File: config.mk
export PLATFORM = sky130hd
export DESIGN_NAME = ese_cell
export DESIGN_NICKNAME = d
export VERILOG_FILES = /design/src/sv/ese_pkg.sv /design/src/sv/ese_cell.sv
export SDC_FILE = /design/constraint.sdc
export NUM_CORES = 1
export LEC_CHECK = 0
export BUFFER_PORTS_ARGS = -buffer_cell sky130_fd_sc_hd__buf_4
export CAP_MARGIN = 20
export CORE_MARGIN = 3
export CORE_UTILIZATION = 49
export DETAILED_ROUTE_END_ITERATION = 8
export PLACE_DENSITY = 0.85
export SYNTH_ARGS = -nofsm -noshare
export SYNTH_HDL_FRONTEND = slang
export SYNTH_SLANG_ARGS = --single-unit
File: constraint.sdc
create_clock -name clk -period 5.5 [get_ports clk]
set_clock_uncertainty 0.2 [all_clocks]
set_input_delay 1.1 -clock clk [delete_from_list [all_inputs] [get_ports clk]]
set_output_delay 1.1 -clock clk [all_outputs]
set_load 0.1 [all_outputs]
File: src/sv/ese_pkg.sv
// Shared types and constants for the exchange sort engine.
// Depends on nothing; every other file of the block imports it.
package ese_pkg;

    // Number of cells in the insertion chain, from 2 up to 64.
    localparam int CAPACITY = 64;

    typedef struct packed {
        logic signed [31:0] value;
        logic               final_item;
    } item_word_t;

    typedef struct packed {
        logic signed [31:0] sorted_value;
        logic               end_of_run;
        logic               overflowed;
    } result_word_t;

    // Broadcast control from the top level to every cell.
    typedef struct packed {
        logic               load;
        logic               drain;
        logic signed [31:0] new_value;
    } cell_ctrl_t;

    // What one cell shows to its neighbours.
    typedef struct packed {
        logic signed [31:0] value;
        logic               valid;
        logic               wants;
    } cell_link_t;

endpackage

File: src/sv/ese_cell.sv
// One cell of the insertion chain: a held value, its valid bit and the place test.
// Depends on ese_pkg for the control and neighbour link structs.
module ese_cell
    import ese_pkg::*;
(
    input  logic       clk,
    input  logic       rst_n,
    input  cell_ctrl_t ctrl,
    input  cell_link_t left,
    input  cell_link_t right,
    output cell_link_t link
);

    logic signed [31:0] value_reg;
    logic signed [31:0] value_next;
    logic               valid_reg;
    logic               valid_next;
    logic               wants;

    // The new value belongs here or further left when this cell is empty or holds
    // a strictly greater value, so equal values keep their arrival order.
    assign wants = !valid_reg || (value_reg > ctrl.new_value);

    always_comb
    begin
        value_next = value_reg;
        valid_next = valid_reg;
        if (ctrl.drain)
        begin
            value_next = right.value;
            valid_next = right.valid;
        end
        else if (ctrl.load && wants)
        begin
            if (left.wants)
            begin
                value_next = left.value;
                valid_next = left.valid;
            end
            else
            begin
                value_next = ctrl.new_value;
                valid_next = 1'b1;
            end
        end
    end

    always_ff @(posedge clk or negedge rst_n)
    begin
        if (!rst_n)
            valid_reg <= 1'b0;
        else
            valid_reg <= valid_next;
    end

    always_ff @(posedge clk)
    begin
        value_reg <= value_next;
    end

    assign link.value = value_reg;
    assign link.valid = valid_reg;
    assign link.wants = wants;

endmodule

==> reports/qor.csv, run 1 <==
stage;metric;value;unit
timing;hold_viol_final;0;
logic_synthesis;syn_inst;267;
die;row_count;25;
flow_run;cap_viol_max_count;0;
global_route;grt_overflow;0;
timing;finalSetupTns;0;ps
finish;largest_reg_flops;32;
finish;layout-drive-gt1-share;0.366;
logic_synthesis;synth_mux_area_frac;0.126;
finish;area_delta_synth_final;44.6;%
logic_synthesis;synth_cell_types;31;
setup_path;cpMostUsedCell;buf_4;
global_route;grt_use_total;0.223;
global_route;grt_pass1_vias;2422;
logic_synthesis;synthSimpleGateAreaFrac;0.115;
routing;dr.pass1.iters;4;
timing;finalCritPeriodShare;0.809;
logic_synthesis;synth_top_family_by_area;adder cells;
placed_design;dp_cells;458;
timing;max_slew_margin;0.617;
die;die-width;78.0;um
timing;rsz0062_at_grt;no;
power_and_ir_drop;power;0.960;mW
placed_design;place_ws;1050;ps
power_and_ir_drop;p_per_area;261;mW/mm^2
setup_path;arrival;3150;ps
clock_network;cts_max_level;2;
routing;post_drt_wl_per_cell;14.6;um
die;die_area;0.00609;mm^2
clock_network;numCtsBuffers;5;
setup_path;critPathLaunch;ctrl[31];
setup_path;reg2reg_from;value_reg[31]$_DFFE_PP_;
placed_design;dpl.hpwl;5490;um
logic_synthesis;synth-async-reset-ratio;0.0303;
clock_network;cts.repair.resized;0;
clock_network;clk_pin_slew;60;ps
setup_path;max_stage_delay;490;ps
clock_network;root_buffer;clkbuf_8;
clock_network;worst_skew_pair.late_latency;280;ps
clock_network;postCtsSetupBuffers;0;
global_route;grt_pass1_wl;10900;um
global_route;antenna_found_initial;0;
setup_path;r2r_slack;2280;ps
logic_synthesis;ys_seq_area_frac;0.388;
finish;design_area;0.00367;mm^2
clock_network;clockBufferDepth;2;
clock_network;cts_tree;built;
logic_synthesis;synth_compound_area_frac;0.142;
placed_design;portBuffers;136;
timing;report.final.slew_viol_count;0;
routing;highest_layer;met4;
routing;drtAntennaViolNets;0;
power_and_ir_drop;peakVddDrop;0.000208;V
logic_synthesis;synth_flop_cell;edfxtp_1;
routing;drt-met1-wl;2520;um
routing;wl_met2;3490;um
setup_path;cp-end-kind;primary output;
setup_path;worstPathCellList;buf_4 > inv_1 > ha_1 > nand4_2 > nor4_1 > o31ai_1 > a31oi_1 > nand2b_1 > buf_4;
logic_synthesis;synth_fa_ha_area_frac;0.158;
logic_synthesis;synth_edf_count;32;
setup_path;reg2reg_depth;7;
logic_synthesis;synth_most_common_cell;nand2_1;
die;start_util;0.521;
logic_synthesis;yosysTopAreaCell;edfxtp_1;
logic_synthesis;synth_top_cells_by_count;nand2_1 (38), o21ai_0 (35);
status;status;finished, final reports clean;
routing;drt-total-wl;6780;um
routing;met3WireLength;664;um
timing;fin_ws;1050;ps
logic_synthesis;yosysWarnings;0;
finish;antenna_cells;0;
timing;worst_slew_pin_slew;575;ps
die;die_h;78.0;um
placed_design;placed_area;0.00359;mm^2
logic_synthesis;synth-seq-cells;33;
setup_path;reg2reg_to;value_reg[0]$_DFFE_PP_;
routing;num_vias;2408;
setup_path;critPathSlowestCell;nor4_1;
logic_synthesis;synth-xor-area-share;0;
routing;drc;0;
timing;hold_slack;379;ps
finish;fin_util;0.753;
finish;final_cells;466;
finish;layout.nets;534;
logic_synthesis;synth.area.top_cells;edfxtp_1 (38%), ha_1 (16%), mux2i_1 (13%);
routing;routed_via_density;5.17;
routing;drt_iter0_drc;131;
min_path;hold_class;input port to asynchronous set/reset pin;
logic_synthesis;netlist_area;0.00254;mm^2
setup_path;critPathKind;input port to primary output;
timing;final-setup-viol-count;0;
setup_path;crit_end;link[0];
power_and_ir_drop;p_leak;1.87;nW
die;coreArea;0.00488;mm^2
placed_design;gp_congestion;0.801;
die;ios;138;
logic_synthesis;synth_top_area_frac;0.378;
logic_synthesis;syn-num-nets;403;
timing;fmax;225;MHz
logic_synthesis;syn_avg_cell_area;9.52;um^2
clock_network;cts_hold_buf;0;
setup_path;crit_required;4200;ps
global_route;grt_max_degree;69;
setup_path;start_kind;input port;
clock_network;clkSinkCount;33;
timing;fin_crit;4450;ps
setup_path;cp_max_fo;5;
## metal layers
| layer | track usage | up-vias |
|---|---|---|
| li1 | - | 1224 |
| met1 | 0.239 | 1073 |
| met2 | 0.420 | 102 |
| met3 | 0.0608 | 9 |
| met4 | 0.0699 | 0 |
| met5 | 0 | - |
## cell usage in the layout, fill, tap and decap left out, drive strengths merged
cell type,netlist,layout
inv,32,32
nand2b,2,2
a2111oi,1,1
clkbuf,8,8
a21oi,16,16
nor4,2,2
nor3,2,2
o21a,1,1
o21ai,35,35
a31oi,1,1
a211oi,2,2
nand3,4,4
mux2i,32,32
a21o,3,3
nand4,9,9
o31ai,1,1
o211ai,2,2
dfrtp,1,1
nor3b,1,1
a31o,1,1
edfxtp,32,32
buf,5,137
nor2b,1,1
nand2,38,38
a221o,1,1
nor2,2,2
ha,32,32
## cells by family after synthesis
family | after synthesis
buffers and inverters | 45
AND/OR/NAND/NOR | 61
flip-flops | 33
adder cells (fa/ha/maj) | 32
AO/OA/AOI/OAI | 64
multiplexers | 32
## worst max-delay path, delay by kind of cell
family	cells	cell delay [ps]
and+or+nand+nor	3	830
AOI/OAI and AO/OA	2	460
buffers and inverters	3	400
adders and majority gates	1	350
## how the worst min path moves through the flow
stage	start	endpoint	slack [ps]	depth (start not counted)
3_5_place_dp	valid_reg$_DFFE_PN0P_	valid_reg$_DFFE_PN0P_	530	4
2_1_floorplan	valid_reg$_DFFE_PN0P_	valid_reg$_DFFE_PN0P_	470	4
6_report	rst_n	valid_reg$_DFFE_PN0P_	380	1
3_3_place_gp	valid_reg$_DFFE_PN0P_	valid_reg$_DFFE_PN0P_	510	4
4_1_cts	rst_n	valid_reg$_DFFE_PN0P_	370	1
5_1_grt	rst_n	valid_reg$_DFFE_PN0P_	370	1
## power breakdown
| part | internal, mW | total (mW) | switching (mW) |
|---|---|---|---|
| Clock | 0.0899 | 0.175 | 0.0854 |
| Combinational | 0.139 | 0.455 | 0.317 |
| Sequential | 0.313 | 0.329 | 0.0167 |
| Total | 0.541 | 0.960 | 0.419 |
## area by class of cell
| class | count | area (um^2) |
|---|---|---|
| repair buffers | 137 | 1030 |
| inverters | 32 | 120 |
| flip-flops and latches | 33 | 986 |
| well taps | 67 | 83.8 |
| clock buffers | 8 | 80.1 |
| fillers | 379 | 1210 |
| multi-input cells | 189 | 1380 |
Note: power is estimated with default switching activity, not from simulation.
==> run 2: changes to the inputs <==
--- a/config.mk
+++ b/config.mk
@@ -8,9 +8,9 @@
 export BUFFER_PORTS_ARGS = -buffer_cell sky130_fd_sc_hd__buf_4
 export CAP_MARGIN = 20
 export CORE_MARGIN = 3
-export CORE_UTILIZATION = 49
+export CORE_UTILIZATION = 41
 export DETAILED_ROUTE_END_ITERATION = 8
-export PLACE_DENSITY = 0.85
+export PLACE_DENSITY = 0.75
 export SYNTH_ARGS = -nofsm -noshare
 export SYNTH_HDL_FRONTEND = slang
 export SYNTH_SLANG_ARGS = --single-unit
==> constraint.sdc (replaced) <==
create_clock -name clk -period 3.83 [get_ports clk]
set_clock_uncertainty 0.2 [all_clocks]
set_input_delay 0.766 -clock clk [delete_from_list [all_inputs] [get_ports clk]]
set_output_delay 0.766 -clock clk [all_outputs]
set_load 0.1 [all_outputs]
==> reports/qor.csv, run 2 (synthesized netlist as in run 1, its figures left out) <==
stage;metric;value;unit;change
global_route;grt_pass1_vias;2438;;+0.66%
clock_network;clockBufferDepth;2;;unchanged
power_and_ir_drop;peakVddDrop;0.000204;V;-1.8%
timing;finalSetupTns;0;ps;unchanged
power_and_ir_drop;sequentialPowerShare;0.325;;-0.018
timing;max_slew_margin;0.625;;+0.00847
power_and_ir_drop;swShare;0.420;;-0.0165
power_and_ir_drop;pwr-share-clk;0.222;;+0.039
setup_path;crit_buf_inv;3;;unchanged
global_route;grt_pass1_wl;10900;um;about the same
global_route;antenna_found_initial;0;;unchanged
clock_network;worst_skew_pair.late_latency;280;ps;about the same
placed_design;dp_cells;468;;+2.2%
clock_network;cts_tree;built;;
power_and_ir_drop;power_switching;0.610;mW;+46%
routing;drc;0;;unchanged
setup_path;start_kind;input port;;
flow_run;cap_viol_max_count;0;;unchanged
routing;routed_via_density;4.97;;-3.8%
global_route;grt_overflow;0;;unchanged
finish;layout-drive-gt1-share;0.374;;+0.00815
power_and_ir_drop;internal_power;0.842;mW;+56%
timing;hold_viol_final;0;;unchanged
power_and_ir_drop;power;1.45;mW;+51%
clock_network;root_buffer;clkbuf_8;;
timing;worst_slew_pin_slew;562;ps;-12.7 ps
finish;layout_common_cells;buf_4 (139), nand2_1 (38), o21ai_0 (35);;
setup_path;critical-path-top-delay-family;compound AO/OA/AOI/OAI gates;;
routing;dr.pass1.iters;4;;unchanged
die;row_count;28;;+12%
setup_path;worstPathCellList;buf_4 > inv_1 > ha_1 > a21oi_1 > o21ai_0 > a221o_1 > a211oi_2 > a31oi_1 > nand2b_1 > buf_4;;
finish;mostFrequentLayoutCell;buf_4;;
finish;final_cells;476;;+2.1%
clock_network;numCtsBuffers;5;;unchanged
die;die_h;84.7;um;+8.6%
die;die-width;84.7;um;+8.6%
die;ios;138;;unchanged
setup_path;cp-end-kind;primary output;;
timing;finalCritPeriodShare;0.947;;
clock_network;cts_max_level;2;;unchanged
routing;post_drt_wl_per_cell;14.2;um;-2.6%
setup_path;cpMostUsedCell;buf_4;;
routing;drtAntennaViolNets;0;;unchanged
global_route;grt_use_total;0.187;;-0.0359
placed_design;dpl.hpwl;5490;um;about the same
power_and_ir_drop;p_leak;1.90;nW;+1.2%
placed_design;portBuffers;136;;unchanged
setup_path;arrival;2660;ps;-490 ps
finish;antenna_cells;0;;unchanged
timing;fin_crit;3630;ps;
setup_path;max_stage_delay;360;ps;-130 ps
setup_path;cp_max_fo;3;;-2
power_and_ir_drop;combPwrFrac;0.453;;-0.021
die;coreArea;0.00596;mm^2;+22%
placed_design;gp_congestion;0.758;;-5.4%
clock_network;clkSinkCount;33;;unchanged
die;die_area;0.00718;mm^2;+18%
min_path;hold_class;input port to asynchronous set/reset pin;;
clock_network;clk_pin_slew;70;ps;about the same
finish;layout.nets;536;;+0.37%
global_route;grt_max_degree;69;;unchanged
timing;fmax;276;MHz;
setup_path;critPathSlowestCell;a221o_1;;
timing;final-setup-viol-count;0;;unchanged
routing;num_vias;2365;;-1.8%
power_and_ir_drop;p_per_area;389;mW/mm^2;+49%
status;status;finished, final reports clean;;
die;start_util;0.427;;-0.0941
setup_path;crit_required;2860;ps;-1340 ps
finish;fin_util;0.626;;-0.126
finish;fillers;517;;+36%
timing;rsz0062_at_grt;no;;
routing;drt_iter0_drc;92;;-30%
finish;area_delta_synth_final;46.8;%;
routing;drt-total-wl;6740;um;-0.56%
setup_path;critPathKind;input port to primary output;;
timing;report.final.slew_viol_count;0;;unchanged
finish;largest_reg_flops;32;;unchanged
run 2: metal layers:
metal | global-route usage | vias up | part of all wire
li1 | - | 1226 | -
met1 | 0.222 | 1050 | 0.39
met2 | 0.342 | 85 | 0.52
met3 | 0.0442 | 4 | 0.080
met4 | 0.0403 | 0 | 0.0068
met5 | 0 | - | 0
run 2: cell type report:
type                       instances  area [um^2]  area share
clock inverter                     2         33.8     0.00905
timing repair buffer             139         1040       0.280
inverter                          32          120      0.0322
tap                               75         93.8      0.0252
multi-input combinational        189         1380       0.370
sequential                        33          986       0.264
clock buffer                       6         72.6      0.0195
run 2: power by group through the flow:
stage	clock network, mW	registers (mW)	logic [mW]
2_1_floorplan	0	0.760	0.186
3_3_place_gp	0	0.478	0.650
3_5_place_dp	0	0.480	0.661
4_1_cts	0.331	0.472	0.663
5_1_grt	0.347	0.477	0.703
6_report	0.322	0.472	0.658
run 2: repair_timing:
| item | CTS | global route |
|---|---|---|
| hold buffers | 0 | 0 |
| endpoints found under the setup margin | 0 | 1 |
| resized for setup | 0 | 1 |
| setup buffers | 0 | 0 |
run 2: worst paths after layout:
path / slack (ps) / startpoint / end / cells past startpoint
max: 200 / ctrl[19] / link[0] / 10
min: 40 / rst_n / valid_reg$_DFFE_PN0P_ / 1
max reg2reg: 1160 / value_reg[21]$_DFFE_PP_ / value_reg[13]$_DFFE_PP_ / 8
min reg2reg: 540 / valid_reg$_DFFE_PN0P_ / valid_reg$_DFFE_PN0P_ / 4
max in group asynchronous: 3310 / rst_n / valid_reg$_DFFE_PN0P_ / 1
min in group clk: 540 / valid_reg$_DFFE_PN0P_ / valid_reg$_DFFE_PN0P_ / 4
run 2: stage by stage:
stage	hold WS, ps	setup WS (ps)	area [um^2]
2_1_floorplan	270	277	2540
3_3_place_gp	344	75.7	3620
3_5_place_dp	341	84.5	3620
4_1_cts	31.1	84.2	3720
5_1_grt	22.7	9.45	3730
6_report	37.3	203	3730
==> run 3: changes to the inputs <==
--- a/config.mk
+++ b/config.mk
@@ -10,6 +10,7 @@
 export CORE_MARGIN = 3
 export CORE_UTILIZATION = 41
 export DETAILED_ROUTE_END_ITERATION = 8
+export MAX_ROUTING_LAYER = met4
 export PLACE_DENSITY = 0.75
 export SYNTH_ARGS = -nofsm -noshare
 export SYNTH_HDL_FRONTEND = slang
==> reports/qor.csv, run 3 (synthesized netlist as in run 1, its figures left out) <==
stage;metric;value;unit;change
status;status;finished, final reports clean;;
setup_path;cp_max_fo;3;;unchanged
placed_design;dpl.hpwl;5490;um;unchanged
timing;finalSetupTns;0;ps;unchanged
timing;hold_slack;37.4;ps;+0.138 ps
global_route;grt_pass1_vias;2439;;+0.041%
global_route;grt_overflow;0;;unchanged
clock_network;cts_tree;built;;
routing;drt-total-wl;6740;um;-0.12%
power_and_ir_drop;sequentialPowerShare;0.325;;about the same
clock_network;numCtsBuffers;5;;unchanged
setup_path;critPathKind;input port to primary output;;
timing;hold_viol_final;0;;unchanged
setup_path;critPathSlowestCell;a221o_1;;
routing;post_drt_wl_per_cell;14.2;um;-0.12%
finish;layout_common_cells;buf_4 (139), nand2_1 (38), o21ai_0 (35);;
timing;fin_ws;208;ps;+5.75 ps
setup_path;critical-path-top-delay-family;compound AO/OA/AOI/OAI gates;;
clock_network;clk_pin_slew;70;ps;about the same
power_and_ir_drop;combPwrFrac;0.454;;about the same
setup_path;arrival;2660;ps;about the same
timing;final-setup-viol-count;0;;unchanged
power_and_ir_drop;power;1.45;mW;about the same
finish;final_cells;476;;unchanged
global_route;antenna_found_initial;0;;unchanged
setup_path;cp-end-kind;primary output;;
flow_run;cap_viol_max_count;0;;unchanged
clock_network;clkSinkCount;33;;unchanged
setup_path;crit_buf_inv;3;;unchanged
timing;fin_crit;3620;ps;-5.75 ps
timing;report.final.slew_viol_count;0;;unchanged
clock_network;cts_max_level;2;;unchanged
finish;layout.nets;536;;unchanged
timing;fmax;276;MHz;+0.16%
setup_path;max_stage_delay;360;ps;about the same
routing;drtAntennaViolNets;0;;unchanged
power_and_ir_drop;p_per_area;389;mW/mm^2;about the same
global_route;grt_pass1_wl;10900;um;about the same
clock_network;worst_skew_pair.late_latency;280;ps;about the same
finish;layout-drive-gt1-share;0.374;;unchanged
timing;rsz0062_at_grt;no;;
die;die-width;84.7;um;unchanged
power_and_ir_drop;peakVddDrop;0.000204;V;about the same
setup_path;crit_required;2860;ps;about the same
die;start_util;0.427;;unchanged
die;die_area;0.00718;mm^2;unchanged
routing;drt_iter0_drc;101;;+9.8%
die;coreArea;0.00596;mm^2;unchanged
finish;area_delta_synth_final;46.8;%;unchanged
routing;dr.pass1.iters;5;;+1
placed_design;gp_congestion;0.768;;+1.3%
routing;drc;0;;unchanged
min_path;hold_class;input port to asynchronous set/reset pin;;
placed_design;dp_cells;468;;unchanged
die;ios;138;;unchanged
clock_network;root_buffer;clkbuf_8;;
routing;num_vias;2360;;-0.21%
placed_design;portBuffers;136;;unchanged
setup_path;cpMostUsedCell;buf_4;;
timing;worst_slew_pin_slew;562;ps;+0.235 ps
global_route;grt_use_total;0.192;;+0.00563
die;die_h;84.7;um;unchanged
routing;routed_via_density;4.96;;-0.21%
finish;antenna_cells;0;;unchanged
power_and_ir_drop;p_leak;1.90;nW;unchanged
clock_network;clockBufferDepth;2;;unchanged
power_and_ir_drop;pwr-share-clk;0.221;;about the same
die;row_count;28;;unchanged
clock_network;postCtsSetupBuffers;0;;unchanged
setup_path;worstPathCellList;buf_4 > inv_1 > ha_1 > a21oi_1 > o21ai_0 > a221o_1 > a211oi_2 > a31oi_1 > nand2b_1 > buf_4;;
global_route;grt_max_degree;69;;unchanged
placed_design;place_ws;84.5;ps;unchanged
power_and_ir_drop;power_switching;0.608;mW;-0.21%
finish;largest_reg_flops;32;;unchanged
power_and_ir_drop;swShare;0.419;;-0.000519
timing;max_slew_margin;0.625;;about the same
timing;finalCritPeriodShare;0.946;;-0.00150
finish;mostFrequentLayoutCell;buf_4;;
setup_path;start_kind;input port;;
power_and_ir_drop;internal_power;0.842;mW;about the same
-- run 3: cell counts in the layout (fill, tap and decap cells not counted) --
Identical to the previous run, type by type.
-- run 3: worst paths after layout --
path	slack (ps)	cells after the start	from	to
max	210	10	ctrl[19]	link[0]
min	40	1	rst_n	valid_reg$_DFFE_PN0P_
max reg2reg	1160	8	value_reg[21]$_DFFE_PP_	value_reg[13]$_DFFE_PP_
min reg2reg	540	4	valid_reg$_DFFE_PN0P_	valid_reg$_DFFE_PN0P_
max in group asynchronous	3310	1	rst_n	valid_reg$_DFFE_PN0P_
min in group clk	540	4	valid_reg$_DFFE_PN0P_	valid_reg$_DFFE_PN0P_
-- run 3: through the flow --
step / cell area [um^2] / util
3_5_place_dp: 3620 / 0.608
3_3_place_gp: 3620 / 0.608
5_1_grt: 3730 / 0.626
6_report: 3730 / 0.626
4_1_cts: 3720 / 0.625
2_1_floorplan: 2540 / -
-- run 3: routing by layer --
layer  vias up  part of all wire  global-route usage
met5         -                 0                   -
met4         0            0.0067              0.0403
met3         4             0.068              0.0343
met2        84              0.52               0.342
met1      1046              0.40               0.228
li1       1226                 -                   -
-- run 3: worst reg2reg max path, delay by kind of cell, from the launching register on --
kind | cells | cell delay (ps)
AO/OA/AOI/OAI | 3 | 850
flip-flops | 1 | 410
AND/OR/NAND/NOR | 3 | 400
adder cells (fa/ha/maj) | 1 | 320
buffers and inverters | 1 | 220
-- run 3: power by group through the flow --
stage | clock network (mW) | registers (mW) | logic [mW]
finish | 0.321 | 0.472 | 0.658
global route | 0.347 | 0.477 | 0.703
CTS | 0.331 | 0.472 | 0.663
detailed placement | 0 | 0.480 | 0.661
global placement | 0 | 0.478 | 0.650
floorplan | 0 | 0.760 | 0.186
-- run 3: repair_timing --
item                                    4_1_cts  5_1_grt
resized for setup                             0        1
endpoints found under the setup margin        0        1
hold buffers                                  0        0
-- run 3: layout make-up --
class,instances,area [um^2]
fill,517,2220
multi-input combinational,189,1380
timing repair buffer,139,1040
sequential,33,986
inverter,32,120
tap,75,93.8
clock buffer,6,72.6
clock inverter,2,33.8
